`src/sv/tgbc_pkg.sv`:
```
// Shared types and constants for the tile grid box collision resolver.
package tgbc_pkg;

  localparam int DIVIDEND_W = 27;
  localparam int QUOT_W     = 20;
  localparam int MAG_W      = DIVIDEND_W - 8;
  localparam int TILE_W     = 8;
  localparam int GRID_W     = 7;
  localparam int CFG_IDX_W  = 3;

  typedef enum logic [CFG_IDX_W-1:0] {
    CFG_TILE_WIDTH   = 3'd0,
    CFG_TILE_HEIGHT  = 3'd1,
    CFG_GRID_COLUMNS = 3'd2,
    CFG_GRID_ROWS    = 3'd3
  } cfg_reg_e;

  typedef enum logic {
    ACT_LOAD    = 1'b0,
    ACT_RESOLVE = 1'b1
  } action_e;

endpackage

```
`src/sv/tgbc_div.sv`:
```
// Iterative signed divider of a Q18.8 position by a whole pixel tile size.
module tgbc_div (
  input  logic                                    clk_i,
  input  logic                                    rst_ni,
  input  logic                                    start_i,
  input  logic signed [tgbc_pkg::DIVIDEND_W-1:0]  dividend_i,
  input  logic        [tgbc_pkg::TILE_W-1:0]      divisor_i,
  output logic                                    done_o,
  output logic signed [tgbc_pkg::QUOT_W-1:0]      quot_o
);

  localparam int MW = tgbc_pkg::MAG_W;
  localparam int TW = tgbc_pkg::TILE_W;

  logic [MW-1:0]                       mag_q, mag_d;
  logic [TW-1:0]                       rem_q, rem_d;
  logic [TW-1:0]                       div_q;
  logic [4:0]                          cnt_q;
  logic                                busy_q, neg_q, done_q;
  logic [tgbc_pkg::DIVIDEND_W-1:0]     abs_val;
  logic [TW:0]                         rem_sh;
  logic                                ge;

  assign abs_val = dividend_i[tgbc_pkg::DIVIDEND_W-1] ? 
                   tgbc_pkg::DIVIDEND_W'(-dividend_i) : tgbc_pkg::DIVIDEND_W'(dividend_i);
  assign rem_sh  = {rem_q, mag_q[MW-1]};
  assign ge      = rem_sh >= {1'b0, div_q};
  assign rem_d   = ge ? TW'(rem_sh - {1'b0, div_q}) : rem_sh[TW-1:0];
  assign mag_d   = {mag_q[MW-2:0], ge};

  always_ff @(posedge clk_i or negedge rst_ni) begin
    if (!rst_ni) begin
      mag_q  <= '0;
      rem_q  <= '0;
      div_q  <= '0;
      cnt_q  <= '0;
      busy_q <= 1'b0;
      neg_q  <= 1'b0;
      done_q <= 1'b0;
    end else begin
      done_q <= 1'b0;
      if (start_i) begin
        mag_q  <= abs_val[tgbc_pkg::DIVIDEND_W-1:8];
        rem_q  <= '0;
        div_q  <= divisor_i;
        cnt_q  <= '0;
        busy_q <= 1'b1;
        neg_q  <= dividend_i[tgbc_pkg::DIVIDEND_W-1];
      end else if (busy_q) begin
        mag_q <= mag_d;
        rem_q <= rem_d;
        cnt_q <= cnt_q + 5'd1;
        if (cnt_q == 5'(MW - 1)) begin
          busy_q <= 1'b0;
          done_q <= 1'b1;
        end
      end
    end
  end

  assign done_o = done_q;
  assign quot_o = neg_q ? -$signed({1'b0, mag_q}) : $signed({1'b0, mag_q});

endmodule

```
`config.mk`:
```
export PLATFORM = sky130hd
export DESIGN_NAME = tgbc_div
export DESIGN_NICKNAME = d
export VERILOG_FILES = /design/src/sv/tgbc_pkg.sv /design/src/sv/tgbc_div.sv
export SDC_FILE = /design/constraint.sdc
export NUM_CORES = 1
export LEC_CHECK = 0
export BUFFER_PORTS_ARGS = -buffer_cell sky130_fd_sc_hd__buf_2
export CORE_ASPECT_RATIO = 0.9
export CORE_MARGIN = 2
export CORE_UTILIZATION = 55
export CTS_BUF_LIST = sky130_fd_sc_hd__clkbuf_16
export DETAILED_ROUTE_END_ITERATION = 8
export PLACE_DENSITY = 0.85
export SLEW_MARGIN = 10
export SYNTH_ARGS = -nofsm -noshare
export SYNTH_HDL_FRONTEND = slang
export SYNTH_SLANG_ARGS = --single-unit
```
`constraint.sdc`:
```
create_clock -name clk_i -period 6.1 [get_ports clk_i]
set_input_delay 0.305 -clock clk_i [delete_from_list [all_inputs] [get_ports clk_i]]
set_output_delay 0.305 -clock clk_i [all_outputs]
set_load 0.01 [all_outputs]
```
==> flow_summary.yaml, run 1 <==
run_status:
  outcome: "completed"
logic_synthesis:
  syn_area_mm2: 0.003059
  synth_most_common_cell: "dfrtp_1"
  synth_enable_flop_cells: 0
  yosys-top-cells-count: "43 x dfrtp_1, 27 x nand2_1, 27 x o21ai_0"
  synth.largest_area_cell: "dfrtp_1"
  yosysSeqAreaShare_pct: 35.17
  ys.flop_type: "dfrtp_1"
  async_flop_share_pct: 100.0
  syn_area_per_cell_um2: 8.945
  netlist_top_cells_area: "dfrtp_1 35%, a211oi_1 6.4%, xor2_1 6.3%, xnor2_1 5.7%, ha_1 4.5%"
  yosysUniqueCellTypes: 48
  synth_fp_nets: 392
  synth.top_cell.area_share_pct: 35.17
  synth_cells: 342
  yosysWarnings: 0
  synth_seq_cells: 43
cells_and_area:
  area_growth_syn_to_layout_pct: 15.21
  drive_gt1_share_pct: 21.85
  stdcell_count: 456
  antenna_cells: 0
  finish.instance_area_mm2: 0.003525
  nets: 438
  fillers: 451
detailed_routing:
  avgRoutedWirePerCell_um: 14.54
  first_iter_violations: 148
  ant_nets: 0
  vias: 2589
  drt_pass1_iterations: 5
  vias_per_cell: 5.678
  drt-total-wl_um: 6628
  drc: 0
setup_path:
  path_cells: "inv_1, ha_1, nor2b_1, o31a_1, o21ai_2, a21oi_1, mux2_2, a211oi_1"
  slowest_stage: "a21oi_1"
  cp.depth: 8
  critPathCaptureType: "register"
  critPathBufInv: 1
  max_stage_delay_ns: 0.79
  startpoint_type: "register"
  ff2ff_path_depth: 8
  critPathKind: "reg -> reg"
  critPathMaxFanout: 11
  cpLargestDelayFamily: "compound AO/OA/AOI/OAI gates"
  cp_data_arrival_time_ns: 2.95
  crit_required_ns: 6.27
clock_network:
  tritoncts: "done"
  cts_htree_levels: 2
  cts_setup_buffers: 0
  path_clk_slew_ns: 0.06
  postCtsHoldBufs: 0
  postCtsResizedCells: 0
  insertion_delay_ns: 0.28
  clock_tree.buffer_depth: 2
  cts-root-buf: "clkbuf_16"
  cts_buffers: 5
  cts_sinks: 43
global_routing:
  grt.total_usage_pct: 22.97
  grt_pass1_vias: 2408
  antenna_found_initial: 0
  grt_pass1_wl_um: 10830
  grt_max_degree: 70
  grt_overflow: 0
sta:
  fin_crit_ns: 2.784
  finalCritPeriodShare_pct: 45.64
  fin_ws_ns: 3.316
  maxSlewHeadroom_pct: 23.50
  worstMarginPinSlew_ns: 1.147
  clock.fmax_mhz: 359.2
  fin_skew_ns: 0.004464
  setup_violations: 0
  setup_tns_ns: 0
  finalMaxSlewViolations: 0
  finalHoldViolCount: 0
  rsz0062_at_grt: "no"
power_and_ir_drop:
  peakVddDrop_uv: 142.5
  switching_share_pct: 34.51
  leakagePower_nw: 1.521
  power_density_mw_per_mm2: 308.0
  p_sw_w: 0.0003746
  seqPwrFrac_pct: 34.8
  clkPwrFrac_pct: 27.8
  p_comb_share_pct: 37.5
  intPower_w: 0.0007109
place:
  hpwl_um: 4683
  place_ws_ns: 3.407
  place_area_mm2: 0.003361
  placedCellCount: 448
  port_buffers: 58
  place_congestion: 0.8665
min_path:
  min_path_type: "in -> async"
floorplan:
  io_pins: 59
  dieWidth_um: 82.62
  die_area_mm2: 0.006176
  fp-row-count: 25
  initial_core_util_pct: 57.53
  die_h_um: 74.76
  core_area_mm2: 0.005318
run:
  maxCapViolations: 0
power by group through the flow:
stage,Sequential [W],Combinational (W),Clock (W)
2_1_floorplan,0.000367,0.000311,0
3_3_place_gp,0.000378,0.000392,0
3_5_place_dp,0.000382,0.000403,0
4_1_cts,0.000377,0.000406,0.000306
5_1_grt,0.000385,0.000457,0.000317
6_report,0.000378,0.000407,0.000301
layout make-up:
| type | count | area, um^2 | area share, % |
|---|---|---|---|
| Multi-Input combinational cell | 265 | 1851 | 52.50 |
| Sequential cell | 43 | 1076 | 30.53 |
| Timing Repair Buffer | 59 | 297.8 | 8.449 |
| Clock buffer | 5 | 125.1 | 3.550 |
| Tap cell | 67 | 83.83 | 2.378 |
| Inverter | 14 | 52.55 | 1.491 |
| Clock inverter | 3 | 38.79 | 1.100 |
stage by stage:
| step | hold slack, ns | utilization [%] | total power, W |
|---|---|---|---|
| 6_report | 0.1740 | 66.28 | 0.001086 |
| 4_1_cts | 0.2160 | 66.28 | 0.001089 |
| 3_3_place_gp | 0.5072 | 63.20 | 0.0007696 |
| 5_1_grt | 0.2505 | 66.28 | 0.001160 |
| 2_1_floorplan | 0.009409 | - | 0.0006780 |
| 3_5_place_dp | 0.5178 | 63.20 | 0.0007845 |
cell usage in the layout (no fill, tap or decap), types with 2 or more instances in the layout:
cell        n
buf_2      58
dfrtp_1    43
nand2_1    27
o21ai_0    27
a211oi_1   26
a21oi_1    24
xor2_1     22
xnor2_1    20
nor2b_1    19
nor2_1     18
inv_1      14
ha_1       11
o31ai_1     8
nor3_1      7
nand2b_1    5
clkbuf_16   5
or3_1       4
mux2_2      4
o41ai_2     3
nand3_2     3
o31a_1      3
nand3b_1    3
mux2i_1     3
o21bai_1    3
or4_1       2
nand4_1     2
nor4_1      2
kinds of logic after synthesis:
family / share of synthesized area (%)
flip-flops: 35.17
AND/OR/NAND/NOR: 18.89
AO/OA/AOI/OAI: 21.96
buffers and inverters: 4.335
multiplexers: 2.454
XOR/XNOR: 12.02
adder cells (fa/ha/maj): 5.153
layer usage:
layer  GRT usage, %  share of wire, %  up-vias
li1               -                 -     1300
met3          5.276               4.9       10
met5              0                 0        -
met2          38.71                49       73
met1          29.12                44     1206
met4          8.197               1.3        0
registers in the layout, summed over array words and instances, names as in the netlist:
| name | flops |
|---|---|
| busy_q | 1 |
| cnt_q | 5 |
| div_q | 8 |
| done_o | 1 |
| mag_q | 19 |
| neg_q | 1 |
| rem_q | 8 |
final timing paths:
| kind | startpoint | end | slack [ns] |
|---|---|---|---|
| setup reg to reg | div_q[1] | rem_q[1] | 3.32 |
| hold reg to reg | div_q[5] | div_q[5] | 0.54 |
| hold / removal | rst_ni | cnt_q[2] | 0.17 |
| setup / recovery | div_q[1] | rem_q[1] | 3.32 |
| min in group clk_i | divisor_i[4] | div_q[4] | 0.22 |
| max in group asynchronous | rst_ni | div_q[0] | 5.32 |
worst register-to-register path, stage by stage, from the launching register on:
cell      delay, ns
dfrtp_1        0.38
inv_1          0.07
ha_1           0.29
nor2b_1        0.17
o31a_1         0.20
o21ai_2        0.09
a21oi_1        0.79
mux2_2         0.42
a211oi_1       0.27
No activity file was read; power rests on OpenSTA's default activity.
==> run 2, diff against run 1 <==
ABC_AREA = 1   (was default)
PLACE_DENSITY = 0.84   (was 0.85)
clock period = 2.77 ns   (was 6.1 ns; I/O delays follow)
==> flow_summary.yaml, run 2 <==
logic_synthesis:
  synth_compound_area_share_pct: 9.398
  synth_enable_flop_cells: 0
  synth_top_family_by_area: "simple AND/OR/NAND/NOR gates"
  synth.largest_area_cell: "dfrtp_1"
  yosysSeqAreaShare_pct: 31.20
  synthMuxAreaShare_pct: 0
  synth_cells: 533
  syn_area_mm2: 0.003448
  synth-simple-area-share_pct: 37.92
  async_flop_share_pct: 100.0
  yosys-top-cells-count: "158 x nand2_1, 77 x inv_1, 77 x nand3_1"
  synth_fp_nets: 583
  synth_most_common_cell: "nand2_1"
  yosys.area_share.adder_pct: 4.572
  synth-xor-area-share_pct: 5.080
  syn_area_per_cell_um2: 6.470
  synth_seq_cells: 43
  yosysUniqueCellTypes: 37
  synth.top_cell.area_share_pct: 31.20
  yosysWarnings: 0
  ys.flop_type: "dfrtp_1"
  netlist_top_cells_area: "dfrtp_1 31%, nand2_1 17%, nand3_1 11%, inv_1 8.4%, xor2_1 4.3%"
global_routing:
  antenna_found_initial: 0
  grt_pass1_wl_um: 14160
  grt_overflow: 0
  grt_pass1_vias: 3078
  grt_max_degree: 44
  grt.total_usage_pct: 25.48
cells_and_area:
  reg_top3: "mag_q: 19 flops, div_q: 8 flops, rem_q: 8 flops"
  final_common_cell: "nand2_1"
  drive_gt1_share_pct: 15.87
  stdcell_count: 658
  nets: 635
  mostFrequentLayoutCells: "158 x nand2_1, 78 x inv_1, 77 x nand3_1"
  largest-register: "mag_q"
  antenna_cells: 0
  area_growth_syn_to_layout_pct: 13.32
  largest_reg_flops: 19
clock_network:
  insertion_delay_ns: 0.29
  cts_setup_buffers: 0
  tritoncts: "done"
  path_clk_slew_ns: 0.07
  postCtsHoldBufs: 0
  cts_buffers: 5
  cts-root-buf: "clkbuf_16"
  postCtsResizedCells: 0
  cts_sinks: 43
  clock_tree.buffer_depth: 2
  cts_htree_levels: 2
detailed_routing:
  drt-total-wl_um: 8422
  avgRoutedWirePerCell_um: 12.80
  drc: 0
  vias: 3563
  ant_nets: 0
  drt_pass1_iterations: 5
  first_iter_violations: 295
  vias_per_cell: 5.415
setup_path:
  startpoint: "mag_q[0]"
  critPathKind: "reg -> out"
  reg2reg_to: "rem_q[7]"
  rr_startpoint: "rem_q[1]"
  r2r_slack_ns: 0.81
  critPathMaxFanout: 4
  critPathCaptureType: "output port"
  cp_data_arrival_time_ns: 1.91
  startpoint_type: "register"
  ff2ff_path_depth: 11
  critPathCapture: "quot_o[16]"
  crit_required_ns: 2.63
power_and_ir_drop:
  leakagePower_nw: 2.125
  seqPwrFrac_pct: 32.2
  p_sw_w: 0.001022
  switching_share_pct: 40.87
  peakVddDrop_uv: 338.0
  power_density_mw_per_mm2: 639.8
  intPower_w: 0.001478
  p_comb_share_pct: 44.9
  clkPwrFrac_pct: 22.9
sta:
  fin_ws_ns: 0.7204
  whs_ns: -0.006019
  clock.fmax_mhz: 487.9
  setup_tns_ns: 0
  fin_skew_ns: 0.008954
  finalCritPeriodShare_pct: 73.99
  finalHoldViolCount: 9
  finalMaxSlewViolations: 0
  setup_violations: 0
  worstMarginPinSlew_ns: 0.9387
  maxSlewHeadroom_pct: 37.42
  fin_crit_ns: 2.050
  rsz0062_at_grt: "no"
floorplan:
  core_area_mm2: 0.006081
  fp-row-count: 27
  die_area_mm2: 0.006920
  initial_core_util_pct: 56.71
  dieWidth_um: 87.47
  io_pins: 59
  die_h_um: 79.12
place:
  placedCellCount: 650
  place_ws_ns: 0.9254
  port_buffers: 58
  place_congestion: 1.006
  hpwl_um: 6512
run_status:
  outcome: "finished with violations"
  failed_checks: "hold timing"
min_path:
  min_path_type: "in -> async"
run:
  maxCapViolations: 0
## run 2: metal layers
layer / global-route usage [%] / up-vias / wire [um]
li1: - / 1798 / -
met1: 38.44 / 1612 / 4056
met2: 37.50 / 143 / 3648
met3: 4.990 / 10 / 618
met4: 5.692 / 0 / 99
met5: 0 / - / 0
## run 2: final cells by class
cell class	count	area, um^2
fill	555	2173
multi-input combinational	387	1964
sequential	43	1076
tap	72	90.09
clock buffer	5	125.1
clock inverter	3	16.27
timing repair buffer	60	305.3
inverter	88	330.3
## run 2: worst min-delay path by stage
stage,startpoint,to,depth (start not counted)
4_1_cts,rst_ni,cnt_q[2],1
3_3_place_gp,rst_ni,cnt_q[4],1
6_report,rst_ni,done_o,1
3_5_place_dp,rst_ni,cnt_q[2],1
2_1_floorplan,rst_ni,busy_q,0
5_1_grt,divisor_i[5],div_q[5],3
## run 2: through the flow
step	area, um^2	util (%)	power [W]
after global placement	3766	61.93	0.001885
after detailed placement	3766	61.93	0.001919
final	3908	64.26	0.002500
after CTS	3908	64.26	0.002498
after floorplan	3448	-	0.001649
after global routing	3908	64.26	0.002685
## run 2: cells by family (layout without fill, tap and decap cells)
logic type / count (synthesis) / after routing
XOR/XNOR: 20 / 20
adder cells (fa/ha/maj): 12 / 12
buffers and inverters: 103 / 156
AO/OA/AOI/OAI: 55 / 55
AND/OR/NAND/NOR: 300 / 300
flip-flops: 43 / 43
## run 2: power by group through the flow
stage | clock [W] | combinational [W] | sequential [W]
floorplan | 0 | 0.000862 | 0.000787
global placement | 0 | 0.00108 | 0.000809
detailed placement | 0 | 0.00110 | 0.000814
CTS | 0.000579 | 0.00112 | 0.000804
global route | 0.000600 | 0.00127 | 0.000819
finish | 0.000572 | 0.00112 | 0.000805
## run 2: critical path, stage by stage, from the launching register on
cell     delay (ns)
dfrtp_1        0.40
inv_2          0.09
ha_1           0.17
nand3_1        0.15
o21ai_2        0.25
nand2_1        0.16
inv_2          0.07
nand2_1        0.06
xor2_1         0.13
buf_2          0.14
==> run 3, diff against run 2 <==
clock period = 1.9 ns   (was 2.77 ns; I/O delays follow)
==> flow_summary.yaml, run 3 (synthesized netlist as in run 2, its figures left out) <==
clock_network:
  cts_htree_levels: 2
  cts_sinks: 43
  clock_tree.buffer_depth: 2
  insertion_delay_ns: 0.29
  cts_buffers: 5
  path_clk_slew_ns: 0.06
  cts-root-buf: "clkbuf_16"
  tritoncts: "done"
setup_path:
  crit_required_ns: 1.80
  reg2reg_to: "rem_q[1]"
  ff2ff_path_depth: 8
  cpLargestDelayFamily: "flip-flops"
  path_cells: "inv_2, ha_4, nand3_4, o21ai_4, nand4_1, xor2_1, buf_2"
  slowest_stage: "dfrtp_1"
  critPathKind: "reg -> out"
  critPathCaptureType: "output port"
  max_stage_delay_ns: 0.37
  rr_startpoint: "rem_q[5]"
  critPathBufInv: 2
  critPathCapture: "quot_o[18]"
  cp_data_arrival_time_ns: 1.78
  critPathMaxFanout: 5
  cp.depth: 7
  startpoint: "mag_q[1]"
  startpoint_type: "register"
  r2r_slack_ns: 0.08
sta:
  finalMaxSlewViolations: 0
  whs_ns: 0.01142
  fin_skew_ns: 0.007551
  maxSlewHeadroom_pct: 59.30
  worstMarginPinSlew_ns: 0.6098
  clock.fmax_mhz: 532.7
  setup_violations: 0
  finalHoldViolCount: 0
  fin_ws_ns: 0.02262
  finalCritPeriodShare_pct: 98.81
  rsz0062_at_grt: "yes"
  fin_crit_ns: 1.877
run:
  maxCapViolations: 0
power_and_ir_drop:
  leakagePower_nw: 2.179
  switching_share_pct: 39.80
  intPower_w: 0.002381
  peakVddDrop_uv: 458.8
  seqPwrFrac_pct: 29.8
  p_comb_share_pct: 46.0
  clkPwrFrac_pct: 24.2
  power_w: 0.003956
  p_sw_w: 0.001574
  power_density_mw_per_mm2: 967.1
cells_and_area:
  fillers: 507
  reg_top3: "mag_q: 19 flops, div_q: 8 flops, rem_q: 8 flops"
  mostFrequentLayoutCells: "156 x nand2_1, 77 x inv_1, 74 x nand3_1"
  drive_gt1_share_pct: 19.50
  area_growth_syn_to_layout_pct: 18.61
  largest_reg_flops: 19
  final_common_cell: "nand2_1"
  largest-register: "mag_q"
  finish.instance_area_mm2: 0.004090
  nets: 644
  antenna_cells: 0
min_path:
  min_path_type: "in -> reg"
detailed_routing:
  drt_pass1_iterations: 5
  vias: 3670
  drt-total-wl_um: 9024
  ant_nets: 0
  first_iter_violations: 315
  drc: 0
  vias_per_cell: 5.502
  avgRoutedWirePerCell_um: 13.53
global_routing:
  antenna_found_initial: 0
  grt_max_degree: 44
  grt.total_usage_pct: 26.68
  grt_pass1_wl_um: 14810
  grt_overflow: 0
  grt_pass1_vias: 3227
floorplan:
  core_area_mm2: 0.006081
  io_pins: 59
  die_h_um: 79.12
  initial_core_util_pct: 56.71
  fp-row-count: 27
  die_area_mm2: 0.006920
  dieWidth_um: 87.47
place:
  hpwl_um: 6586
  port_buffers: 58
  place_ws_ns: 0.07456
  place_area_mm2: 0.003781
  place_congestion: 0.9885
run_status:
  outcome: "completed"
==> run 3: stage by stage <==
step | setup TNS (ns) | std cells | utilization (%)
3_5_place_dp | 0 | 652 | 62.18
3_3_place_gp | 0 | 652 | 62.18
5_1_grt | -0.05701 | 667 | 67.26
2_1_floorplan | 0 | 533 | -
4_1_cts | 0 | 662 | 65.16
6_report | 0 | 667 | 67.26
==> run 3: power by group through the flow <==
stage | Combinational, W | Sequential, W | Clock, W
after floorplan | 0.00126 | 0.00115 | 0
after global placement | 0.00157 | 0.00118 | 0
after detailed placement | 0.00161 | 0.00118 | 0
after CTS | 0.00163 | 0.00117 | 0.000971
after global routing | 0.00202 | 0.00120 | 0.00101
final | 0.00182 | 0.00118 | 0.000959
==> run 3: worst min-delay path by stage <==
stage / from / endpoint / slack (ns) / depth (start not counted)
floorplan: rst_ni / busy_q / -0.20 / 0
global placement: rst_ni / cnt_q[4] / 0.20 / 2
detailed placement: rst_ni / cnt_q[4] / 0.20 / 2
CTS: divisor_i[3] / div_q[3] / 0.01 / 3
global route: divisor_i[3] / div_q[3] / 0.02 / 3
finish: divisor_i[3] / div_q[3] / 0.01 / 3
==> run 3: cell type report <==
type	instances	area (um^2)	area share [%]
Clock buffer	5	125.1	3.059
Clock inverter	3	38.79	0.9483
Inverter	88	330.3	8.076
Multi-Input combinational cell	388	2062	50.41
Sequential cell	43	1076	26.31
Tap cell	72	90.09	2.203
Timing Repair Buffer	68	367.9	8.994
==> run 3: layer usage <==
metal	up-vias	part of all wire (%)	track usage (%)
met2	159	44	40.61
met3	24	6.7	4.366
met4	0	2.2	6.769
met5	-	0	0
met1	1674	47	39.27
li1	1813	-	-
==> run 3: repair_timing <==
action | CTS | global route
cloned | 0 | 1
gates resized for setup | 0 | 20
endpoints found under the setup margin | 4 | 16
hold buffers | 1 | 0
buffers inserted | 1 | 4
pin swaps | 1 | 5
hold endpoints to repair | 43 | 0
==> run 3: worst reg2reg max path, stage by stage (launching register included) <==
cell     delay (ns)
dfrtp_1        0.40
ha_1           0.36
nand2_1        0.09
nand2_1        0.08
a21oi_2        0.26
and2_4         0.25
nand3_1        0.08
nand3_1        0.13
nand2_1        0.06
